File: src/rtl/assert_macros.svh
// assertion macros shared by the rtl files
// no dependencies; include by bare file name
`ifndef ASSERT_MACROS_SVH
`define ASSERT_MACROS_SVH

// property checked on every rising clock edge outside reset
`define ASSERT_CLK(label, clk, rst_n, prop, msg) \
	label: assert property (@(posedge clk) disable iff (!rst_n) (prop)) else $error(msg);

// consequent required in the cycle after the antecedent
`define ASSERT_NEXT(label, clk, rst_n, ante, cons, msg) \
	label: assert property (@(posedge clk) disable iff (!rst_n) (ante) |=> (cons)) else $error(msg);

`endif

File: src/rtl/s2cd_pkg.sv
// constants, reciprocal factors, month table and the pipeline beat type
// for the seconds to calendar date converter; no dependencies
package s2cd_pkg;

	// calendar constants in seconds
	localparam logic [26:0] BLOCK_SEC = 27'd126230400;
	localparam logic [24:0] YEAR_SEC  = 25'd31536000;
	localparam logic [26:0] YEAR2_SEC = 27'd63072000;
	localparam logic [26:0] YEAR3_SEC = 27'd94608000;
	localparam logic [16:0] DAY_SEC   = 17'd86400;
	localparam logic [11:0] HOUR_SEC  = 12'd3600;
	localparam logic [5:0]  MIN_SEC   = 6'd60;

	// year digit offset
	localparam int BASE_YEAR_LOW_DIGITS = 1;
	localparam int YEAR_MOD = 100;
	localparam logic [8:0] BASE_OFS = 9'(BASE_YEAR_LOW_DIGITS % YEAR_MOD);
	localparam logic [8:0] MOD_ONE  = 9'(YEAR_MOD);
	localparam logic [8:0] MOD_TWO  = 9'(2 * YEAR_MOD);

	// reciprocals; each estimate is the true quotient or one below
	// block: (t >> 7) / 986175, factor 2^32 / 986175
	localparam logic [12:0] BLOCK_RECIP = 13'd4355;
	// day: (t >> 7) / 675, factor 2^24 / 675
	localparam logic [14:0] DAY_RECIP = 15'd24855;
	// hour: (s >> 4) / 225, factor 2^16 / 225
	localparam logic [8:0] HOUR_RECIP = 9'd291;
	// minute: (s >> 2) / 15, factor 2^12 / 15
	localparam logic [8:0] MIN_RECIP = 9'd273;

	// one item as it moves down the pipeline
	typedef struct packed {
		logic [31:0] t;
		logic [5:0]  qb;
		logic [27:0] rb;
		logic [7:0]  year;
		logic [6:0]  yd;
		logic        leap;
		logic [24:0] t2;
		logic [8:0]  day;
		logic [17:0] sod;
		logic [3:0]  month;
		logic [4:0]  dom;
		logic [4:0]  hour;
		logic [12:0] ms;
		logic [5:0]  minute;
		logic [6:0]  sec;
		logic [6:0]  cs;
	} s2cd_beat_t;

	// days before the first of each month
	function automatic logic [8:0] cum_days(input logic leap, input logic [3:0] idx);
		logic [8:0] d;
		case (idx)
			4'd0:    d = 9'd0;
			4'd1:    d = 9'd31;
			4'd2:    d = leap ? 9'd60 : 9'd59;
			4'd3:    d = leap ? 9'd91 : 9'd90;
			4'd4:    d = leap ? 9'd121 : 9'd120;
			4'd5:    d = leap ? 9'd152 : 9'd151;
			4'd6:    d = leap ? 9'd182 : 9'd181;
			4'd7:    d = leap ? 9'd213 : 9'd212;
			4'd8:    d = leap ? 9'd244 : 9'd243;
			4'd9:    d = leap ? 9'd274 : 9'd273;
			4'd10:   d = leap ? 9'd305 : 9'd304;
			4'd11:   d = leap ? 9'd335 : 9'd334;
			default: d = 9'd0;
		endcase
		return d;
	endfunction

endpackage

File: src/rtl/s2cd_date.sv
// stages 2 to 8: four-year block, year in block, day of year, second of day
// depends on s2cd_pkg
module s2cd_date (
	input  logic                 clk,
	input  logic                 arst_n,
	input  logic                 in_valid,
	input  s2cd_pkg::s2cd_beat_t in_beat,
	output logic                 out_valid,
	output s2cd_pkg::s2cd_beat_t out_beat
);

	s2cd_pkg::s2cd_beat_t beat_s2, beat_s3, beat_s4, beat_s5, beat_s6, beat_s7, beat_s8;
	s2cd_pkg::s2cd_beat_t nxt2, nxt3, nxt4, nxt5, nxt6, nxt7, nxt8;
	logic valid_s2, valid_s3, valid_s4, valid_s5, valid_s6, valid_s7, valid_s8;

	logic [37:0] blk_prod;
	logic [31:0] blk_base;
	logic [31:0] blk_diff;
	logic [1:0]  yq;
	logic [26:0] yoff;
	logic [27:0] t2_full;
	logic [32:0] day_prod;
	logic [8:0]  ysum;
	logic [24:0] day_base;
	logic [24:0] sod_full;

	// block quotient estimate
	always_comb begin
		nxt2 = in_beat;
		blk_prod = 38'(in_beat.t[31:7]) * 38'(s2cd_pkg::BLOCK_RECIP);
		nxt2.qb = blk_prod[37:32];
	end

	// remainder against the estimate
	always_comb begin
		nxt3 = beat_s2;
		blk_base = 32'(beat_s2.qb) * 32'(s2cd_pkg::BLOCK_SEC);
		blk_diff = beat_s2.t - blk_base;
		nxt3.rb = blk_diff[27:0];
	end

	// block correction
	always_comb begin
		nxt4 = beat_s3;
		if (beat_s3.rb >= 28'(s2cd_pkg::BLOCK_SEC)) begin
			nxt4.qb = beat_s3.qb + 6'd1;
			nxt4.rb = beat_s3.rb - 28'(s2cd_pkg::BLOCK_SEC);
		end
	end

	// year in block, leap year last, clamped at three
	always_comb begin
		nxt5 = beat_s4;
		if (beat_s4.rb >= 28'(s2cd_pkg::YEAR3_SEC)) begin
			yq = 2'd3;
			yoff = s2cd_pkg::YEAR3_SEC;
		end else if (beat_s4.rb >= 28'(s2cd_pkg::YEAR2_SEC)) begin
			yq = 2'd2;
			yoff = s2cd_pkg::YEAR2_SEC;
		end else if (beat_s4.rb >= 28'(s2cd_pkg::YEAR_SEC)) begin
			yq = 2'd1;
			yoff = 27'(s2cd_pkg::YEAR_SEC);
		end else begin
			yq = 2'd0;
			yoff = 27'd0;
		end
		t2_full = beat_s4.rb - 28'(yoff);
		nxt5.t2 = t2_full[24:0];
		nxt5.year = {beat_s4.qb, 2'b00} + 8'(yq);
		nxt5.leap = (yq == 2'd3);
	end

	// day estimate and two-digit year
	always_comb begin
		nxt6 = beat_s5;
		day_prod = 33'(beat_s5.t2[24:7]) * 33'(s2cd_pkg::DAY_RECIP);
		nxt6.day = day_prod[32:24];
		ysum = 9'(beat_s5.year) + s2cd_pkg::BASE_OFS;
		if (ysum >= s2cd_pkg::MOD_TWO) begin
			nxt6.yd = 7'(ysum - s2cd_pkg::MOD_TWO);
		end else if (ysum >= s2cd_pkg::MOD_ONE) begin
			nxt6.yd = 7'(ysum - s2cd_pkg::MOD_ONE);
		end else begin
			nxt6.yd = ysum[6:0];
		end
	end

	// second of day against the estimate
	always_comb begin
		nxt7 = beat_s6;
		day_base = 25'(beat_s6.day) * 25'(s2cd_pkg::DAY_SEC);
		sod_full = beat_s6.t2 - day_base;
		nxt7.sod = sod_full[17:0];
	end

	// day correction
	always_comb begin
		nxt8 = beat_s7;
		if (beat_s7.sod >= 18'(s2cd_pkg::DAY_SEC)) begin
			nxt8.day = beat_s7.day + 9'd1;
			nxt8.sod = beat_s7.sod - 18'(s2cd_pkg::DAY_SEC);
		end
	end

	// valid bits
	always_ff @(posedge clk or negedge arst_n) begin
		if (!arst_n) begin
			valid_s2 <= 1'b0;
			valid_s3 <= 1'b0;
			valid_s4 <= 1'b0;
			valid_s5 <= 1'b0;
			valid_s6 <= 1'b0;
			valid_s7 <= 1'b0;
			valid_s8 <= 1'b0;
		end else begin
			valid_s2 <= in_valid;
			valid_s3 <= valid_s2;
			valid_s4 <= valid_s3;
			valid_s5 <= valid_s4;
			valid_s6 <= valid_s5;
			valid_s7 <= valid_s6;
			valid_s8 <= valid_s7;
		end
	end

	// stage payload
	always_ff @(posedge clk) begin
		beat_s2 <= nxt2;
		beat_s3 <= nxt3;
		beat_s4 <= nxt4;
		beat_s5 <= nxt5;
		beat_s6 <= nxt6;
		beat_s7 <= nxt7;
		beat_s8 <= nxt8;
	end

	assign out_valid = valid_s8;
	assign out_beat  = beat_s8;

endmodule

File: src/rtl/s2cd_tod.sv
// stages 9 to 14: month and day of month, hour, minute and second
// depends on s2cd_pkg
module s2cd_tod (
	input  logic                 clk,
	input  logic                 arst_n,
	input  logic                 in_valid,
	input  s2cd_pkg::s2cd_beat_t in_beat,
	output logic                 out_valid,
	output s2cd_pkg::s2cd_beat_t out_beat
);

	s2cd_pkg::s2cd_beat_t beat_s9, beat_s10, beat_s11, beat_s12, beat_s13, beat_s14;
	s2cd_pkg::s2cd_beat_t nxt9, nxt10, nxt11, nxt12, nxt13, nxt14;
	logic valid_s9, valid_s10, valid_s11, valid_s12, valid_s13, valid_s14;

	logic [8:0]  day1_a;
	logic [8:0]  day1_b;
	logic [8:0]  dom_full;
	logic [20:0] hr_prod;
	logic [16:0] hr_base;
	logic [16:0] ms_full;
	logic [18:0] mn_prod;
	logic [11:0] mn_base;
	logic [11:0] sec_full;

	// month from the cumulative table; hour estimate
	always_comb begin
		nxt9 = in_beat;
		day1_a = in_beat.day + 9'd1;
		nxt9.month = 4'd1;
		for (int i = 1; i < 12; i++) begin
			if (s2cd_pkg::cum_days(in_beat.leap, 4'(i)) < day1_a) begin
				nxt9.month = 4'(i + 1);
			end
		end
		hr_prod = 21'(in_beat.sod[16:4]) * 21'(s2cd_pkg::HOUR_RECIP);
		nxt9.hour = hr_prod[20:16];
	end

	// day of month; remainder against the hour estimate
	always_comb begin
		nxt10 = beat_s9;
		day1_b = beat_s9.day + 9'd1;
		dom_full = day1_b - s2cd_pkg::cum_days(beat_s9.leap, beat_s9.month - 4'd1);
		nxt10.dom = dom_full[4:0];
		hr_base = 17'(beat_s9.hour) * 17'(s2cd_pkg::HOUR_SEC);
		ms_full = beat_s9.sod[16:0] - hr_base;
		nxt10.ms = ms_full[12:0];
	end

	// hour correction
	always_comb begin
		nxt11 = beat_s10;
		if (beat_s10.ms >= 13'(s2cd_pkg::HOUR_SEC)) begin
			nxt11.hour = beat_s10.hour + 5'd1;
			nxt11.ms = beat_s10.ms - 13'(s2cd_pkg::HOUR_SEC);
		end
	end

	// minute estimate
	always_comb begin
		nxt12 = beat_s11;
		mn_prod = 19'(beat_s11.ms[11:2]) * 19'(s2cd_pkg::MIN_RECIP);
		nxt12.minute = mn_prod[17:12];
	end

	// second against the minute estimate
	always_comb begin
		nxt13 = beat_s12;
		mn_base = 12'(beat_s12.minute) * 12'(s2cd_pkg::MIN_SEC);
		sec_full = beat_s12.ms[11:0] - mn_base;
		nxt13.sec = sec_full[6:0];
	end

	// minute correction
	always_comb begin
		nxt14 = beat_s13;
		if (beat_s13.sec >= 7'(s2cd_pkg::MIN_SEC)) begin
			nxt14.minute = beat_s13.minute + 6'd1;
			nxt14.sec = beat_s13.sec - 7'(s2cd_pkg::MIN_SEC);
		end
	end

	// valid bits
	always_ff @(posedge clk or negedge arst_n) begin
		if (!arst_n) begin
			valid_s9  <= 1'b0;
			valid_s10 <= 1'b0;
			valid_s11 <= 1'b0;
			valid_s12 <= 1'b0;
			valid_s13 <= 1'b0;
			valid_s14 <= 1'b0;
		end else begin
			valid_s9  <= in_valid;
			valid_s10 <= valid_s9;
			valid_s11 <= valid_s10;
			valid_s12 <= valid_s11;
			valid_s13 <= valid_s12;
			valid_s14 <= valid_s13;
		end
	end

	// stage payload
	always_ff @(posedge clk) begin
		beat_s9  <= nxt9;
		beat_s10 <= nxt10;
		beat_s11 <= nxt11;
		beat_s12 <= nxt12;
		beat_s13 <= nxt13;
		beat_s14 <= nxt14;
	end

	assign out_valid = valid_s14;
	assign out_beat  = beat_s14;

endmodule

File: src/rtl/seconds_to_calendar_date.sv
// top level: zone offset register, input stage and the two pipeline halves
// depends on s2cd_pkg, s2cd_date, s2cd_tod and assert_macros.svh
//
// channel   direction  handshake            payload
// cfg       in         cfg_we               cfg_wdata (zone offset, hours)
// command   in         start, busy          seconds_count, centiseconds_in
// result    out        done (one cycle)     year_digits .. centiseconds_out
//
// one beat accepted every cycle; busy is always low
// results pass the input stage and the chain of reciprocal multiply, subtract and
// correct stages for block, day, hour and minute
// arst_n clears the zone offset and all valid bits; payload is not reset
// results are strobed once and cannot be held off
`include "assert_macros.svh"

module seconds_to_calendar_date (
	input  logic        clk,
	input  logic        arst_n,
	input  logic        cfg_we,
	input  logic [5:0]  cfg_wdata,
	input  logic        start,
	output logic        busy,
	input  logic [31:0] seconds_count,
	input  logic [6:0]  centiseconds_in,
	output logic        done,
	output logic [6:0]  year_digits,
	output logic [3:0]  month_number,
	output logic [4:0]  day_of_month,
	output logic [4:0]  hour_of_day,
	output logic [5:0]  minute_of_hour,
	output logic [5:0]  second_of_minute,
	output logic [6:0]  centiseconds_out
);

	logic [31:0] shift_q;
	logic [31:0] zone_ext;
	logic        valid_s1;
	s2cd_pkg::s2cd_beat_t beat_s1;
	s2cd_pkg::s2cd_beat_t nxt1;
	logic        date_valid;
	s2cd_pkg::s2cd_beat_t date_beat;
	s2cd_pkg::s2cd_beat_t res_beat;

	assign busy = 1'b0;

	// zone offset kept as a wrapped shift in seconds
	assign zone_ext = {{26{cfg_wdata[5]}}, cfg_wdata};

	always_ff @(posedge clk or negedge arst_n) begin
		if (!arst_n) begin
			shift_q <= 32'd0;
		end else if (cfg_we) begin
			shift_q <= zone_ext * 32'(s2cd_pkg::HOUR_SEC);
		end
	end

	// input stage: apply the zone shift
	always_comb begin
		nxt1 = '0;
		nxt1.t = seconds_count + shift_q;
		nxt1.cs = centiseconds_in;
	end

	always_ff @(posedge clk or negedge arst_n) begin
		if (!arst_n) begin
			valid_s1 <= 1'b0;
		end else begin
			valid_s1 <= start & ~busy;
		end
	end

	always_ff @(posedge clk) begin
		beat_s1 <= nxt1;
	end

	// calendar split
	s2cd_date u_date (
		.clk       (clk),
		.arst_n    (arst_n),
		.in_valid  (valid_s1),
		.in_beat   (beat_s1),
		.out_valid (date_valid),
		.out_beat  (date_beat)
	);

	// month and time of day
	s2cd_tod u_tod (
		.clk       (clk),
		.arst_n    (arst_n),
		.in_valid  (date_valid),
		.in_beat   (date_beat),
		.out_valid (done),
		.out_beat  (res_beat)
	);

	// result ports
	assign year_digits      = res_beat.yd;
	assign month_number     = res_beat.month;
	assign day_of_month     = res_beat.dom;
	assign hour_of_day      = res_beat.hour;
	assign minute_of_hour   = res_beat.minute;
	assign second_of_minute = res_beat.sec[5:0];
	assign centiseconds_out = res_beat.cs;

	// checks
	`ASSERT_CLK(a_done_latency, clk, arst_n, done |-> $past(start, 14), "result without command")
	`ASSERT_CLK(a_date_range, clk, arst_n, done |-> (month_number >= 4'd1 && month_number <= 4'd12 && day_of_month >= 5'd1 && day_of_month <= 5'd31 && year_digits <= 7'd99), "date out of range")
	`ASSERT_CLK(a_time_range, clk, arst_n, done |-> (hour_of_day <= 5'd23 && minute_of_hour <= 6'd59 && second_of_minute <= 6'd59), "time out of range")
	`ASSERT_NEXT(a_cs_pass, clk, arst_n, valid_s1, beat_s1.cs == $past(centiseconds_in), "centiseconds not captured")

endmodule

File: config.mk
export PLATFORM = sky130hd
export DESIGN_NAME = seconds_to_calendar_date
export DESIGN_NICKNAME = d
export VERILOG_FILES = /design/src/rtl/s2cd_pkg.sv /design/src/rtl/s2cd_date.sv /design/src/rtl/s2cd_tod.sv /design/src/rtl/seconds_to_calendar_date.sv
export VERILOG_INCLUDE_DIRS = /design/src /design/src/rtl
export SDC_FILE = /design/constraint.sdc
export NUM_CORES = 1
export LEC_CHECK = 0
export ABC_AREA = 1
export BUFFER_PORTS_ARGS = -buffer_cell sky130_fd_sc_hd__buf_2
export CAP_MARGIN = 40
export CORE_MARGIN = 1
export CORE_UTILIZATION = 40
export CTS_CLUSTER_SIZE = 16
export DETAILED_ROUTE_END_ITERATION = 6
export PLACE_DENSITY = 0.65
export SLEW_MARGIN = 10
export SYNTH_ARGS = -nofsm -noshare
export SYNTH_HDL_FRONTEND = slang
export SYNTH_SLANG_ARGS = --single-unit
File: constraint.sdc
create_clock -name clk -period 8 [get_ports clk]
set_input_delay 0.4 -clock clk [delete_from_list [all_inputs] [get_ports clk]]
set_output_delay 0.4 -clock clk [all_outputs]
set_load 0.02 [all_outputs]
==> results summary <==
The run finished with clean final reports. Of the synthesized area, sequential elements account for 0.374. The wire length of the first global-routing pass is roughly 100 mm. Across the run, the number of max-cap violations was 0. The capturing element type of the critical path is a flop. The cell count after synthesis came out at around 3500. The final-report hold violation count was 0.

The number of nets in the finished design came out at 4457. The final setup violation count is 0. Summed over all failing endpoints, the final setup total negative slack is 0 ns. Data on the critical path is required at its endpoint by 8.55 ns. The via count of the first global-routing pass came to about 23000.

In this run, the number of DRC markers left after iteration 0 of detailed routing was about 800. Setup repair after global routing left no endpoint under its margin. After legalization and detailed placement, the total HPWL measured 50.0 mm. The routability congestion estimate from global placement came out at 0.883. The flip-flop and latch count after synthesis is 614. The count of vias placed by the detailed router came out at 22600. The synthesized net count is 4290. The number of design rule violations left after detail routing came out at 0. The post-CTS setup buffer count came out at 0. From bottom edge to top edge, the die measures 291 um. The sum of overflow across all layers after global routing came out at 0. The fmax came out at between 150 and 200 MHz.

The distinct cell type count after synthesis came out at 60. The total core area is between 80000 and 90000 sq um. The number of antenna violations at the first check in global routing was 0.

At the pin with the least slew margin, the transition time is 0.612 ns. In the finished design, the share of the clock period the worst path needs comes to 0.634. The final critical-path required period is around 5.1 ns.

The total routed wirelength is 62.2 mm. The worst endpoint data arrival time came out at around 5.6 ns. The max-slew violation count is 0. The number of diodes added for antenna fixing came out at 0. The number of ports placed on the die boundary is 91. The mapped cell area came out at 33500 sq um. The area growth from synthesis to layout came out at 12.9%. The library cell appearing most often on the critical path is fa_1. The path type of the worst min-delay path is in2reg. The initial core utilization came out at 0.406. The horizontal die dimension is approximately 290 um. Yosys mapped a number of flops with a built-in enable equal to 0. The buffer depth of the longest clock path came out at 3. The fraction of final layout cells sized beyond drive strength 1 came out at 0.0718.

The worst setup path is of the reg2reg kind. The library cell used as clock root buffer is clkbuf_16. In this run the tool buffered the top-level ports with 89 buffer cells. For this design, the slowest cell found on the critical path is dfxtp_1. Walking the worst path, the cells encountered are fa_1, inv_1, fa_1, fa_1, inv_1, ha_1, nand3_1, nand2_1, a21boi_1, o21ai_0, a31oi_1, o21ai_1, xnor2_1, ha_1, a21o_1, o21bai_1, a211oi_1, o21ai_0, nor2_1, xor2_1. The worst slack on hold paths came out at 0.0621 ns. Clock-pin slew was measured on the worst setup and hold paths at ~0.060 ns. The library cell used most frequently in the layout, excluding fill and tap cells, is ha_1.

In the layout the commonest cells are ha_1, dfxtp_1, inv_1, nand2_1, a21oi_1. The cell area reported after detailed placement came out at 35200 sq um. The remaining antenna violation count after routing is 0. The number of vias per cell is 4.72. The global-route usage over all layers came out at 0.149. The average wire length per cell after detail routing is ~13 um. After floorplanning, the core was divided into around 110 placement rows. In the synthesized netlist the async set-or-reset flop fraction comes to 0.0668.

The synthesized area per cell is 9.57 sq um. CTS built an H-tree with a depth of 3. In this run the worst path has a maximum fanout of 7. At the later pin of the worst-skew pair, clock insertion delay measures 0.63 ns. The buffering stage count on the worst path with inverters included came out at 2. Clock tree synthesis inserted a total of 70 buffers.

Broken down by cell family, the worst path's largest delay share belongs to adder cells. The worst slew slack as a fraction of its limit is 0.588. The clock sink count came out at 614. The maximum number of pins on one net before global-route repair came out at 32. TritonCTS built the clock tree.

Gates resized during post-CTS repair numbered 0. The die covers 84800 sq um. The count of synthesis-stage warnings from yosys came out at 0. Across the routed clock network, the largest skew measured is about 0.04 ns. The largest stage delay on the critical path came out at 0.52 ns. In the synthesized netlist the dominant register cell turns out to be dfxtp_1. The worst setup path is launched from a flop. The iteration count of the initial detailed-routing pass came out at 5. Summing all non-filler instances in the final layout gives an area of ~38000 sq um.
[path summary, 6_finish.rpt]
path                                        startpoint                           to  slack [ns]  cells past startpoint
max                        u_date.beat_s2[146]$_DFF_P_  u_date.beat_s3[142]$_DFF_P_        2.93                     20
min                                       cfg_wdata[0]       shift_q[4]$_DFFE_PN0P_        0.06                      3
max reg2reg                u_date.beat_s2[146]$_DFF_P_  u_date.beat_s3[142]$_DFF_P_        2.93                     20
min reg2reg                 u_tod.beat_s10[43]$_DFF_P_   u_tod.beat_s11[43]$_DFF_P_        0.32                      0
max in group asynchronous                       arst_n    u_date.valid_s7$_DFF_PN0_        7.25                      3
min in group asynchronous                       arst_n      shift_q[27]$_DFFE_PN0P_        0.27                      2
[worst min-delay path, delay by kind of cell]
family	cells	cell delay [ns]
and+or+nand+nor	2	0.11
buffers and inverters	1	0.14
[synth_stat cells, types with 3 or more instances]
cell | number | area share
o2111ai_1 | 6 | 0.0016
nand3_2 | 3 | 0.00090
a21boi_0 | 4 | 0.00090
a211oi_1 | 7 | 0.0016
nor4_1 | 19 | 0.0036
mux2_2 | 5 | 0.0017
o221ai_1 | 4 | 0.0010
nand4_1 | 33 | 0.0062
nand2_2 | 12 | 0.0022
nand2_1 | 474 | 0.053
o21ai_1 | 16 | 0.0024
nor3_1 | 39 | 0.0058
nor2_2 | 10 | 0.0019
a31oi_1 | 11 | 0.0021
o21a_1 | 6 | 0.0013
nor2_4 | 3 | 0.0010
clkbuf_1 | 5 | 0.00056
a21o_1 | 19 | 0.0043
fa_1 | 144 | 0.086
nand3_1 | 113 | 0.017
xor2_1 | 139 | 0.036
dfxtp_1 | 573 | 0.34
a31o_2 | 3 | 0.00079
ha_1 | 601 | 0.22
or2_2 | 3 | 0.00056
or2_1 | 3 | 0.00056
inv_1 | 562 | 0.063
o31ai_1 | 5 | 0.0011
a21oi_1 | 216 | 0.032
dfrtp_1 | 41 | 0.031
inv_2 | 5 | 0.00056
buf_2 | 3 | 0.00045
o211ai_1 | 8 | 0.0018
xnor2_1 | 79 | 0.021
o21ai_0 | 119 | 0.018
nor2_1 | 156 | 0.018
o21bai_1 | 16 | 0.0036
nand3b_1 | 6 | 0.0013
[routing by layer]
| metal | wire length (um) | GRT usage |
|---|---|---|
| met2 | 30000 | 0.266 |
| met5 | 0 | 0 |
| met3 | 2060 | 0.0228 |
| met1 | 27800 | 0.177 |
| met4 | 2280 | 0.0630 |
[sequential cells by signal, summed over array words and instances (netlist names), 39 cells and up]
register,count
u_date.beat_s2,41
u_tod.beat_s12,41
u_date.beat_s4,41
beat_s1,39
u_tod.beat_s11,40
u_tod.out_beat,40
u_date.beat_s3,41
u_tod.beat_s13,41
u_date.out_beat,41
u_tod.beat_s9,42
u_tod.beat_s10,41
u_date.beat_s5,41
u_date.beat_s6,42
u_date.beat_s7,42
[cells by family (layout without fill, tap and decap cells)]
logic type / after synthesis / in the layout / share of synthesized area
buffers and inverters: 577 / 801 / 0.0652
AOI/OAI and AO/OA: 451 / 451 / 0.0763
adders and majority gates: 745 / 745 / 0.311
muxes: 5 / 5 / 0.00168
xor gates and xnor gates: 219 / 219 / 0.0576
DFF: 614 / 614 / 0.374
other: 1 / 1 / 0.000112
and+or+nand+nor: 884 / 884 / 0.115
[timing repair]
item                       in CTS  in global routing
setup endpoints to repair       0                  0
hold endpoints to repair       32                  0
hold buffers                   14                  0
[final cells by class]
class / count / area, sq um
Timing Repair Buffer: 105 / 641
Fill cell: 7784 / 44600
Tap cell: 1070 / 1340
Inverter: 567 / 2130
Clock inverter: 44 / 520
Clock buffer: 85 / 1880
Multi-Input combinational cell: 2305 / 18800
Sequential cell: 614 / 12500
[stage by stage]
stage / std cells / setup slack [ns] / utilization
floorplan: 3496 / 3.39 / -
global placement: 4645 / 3.03 / 0.427
CTS: 4790 / 2.90 / 0.459
global route: 4790 / 2.45 / 0.459
detailed placement: 4647 / 2.89 / 0.428
finish: 4790 / 2.93 / 0.459
Power is left out: the tool's default activity adds up to more than one toggle a clock period on the data nets, which glitch-free logic cannot reach.
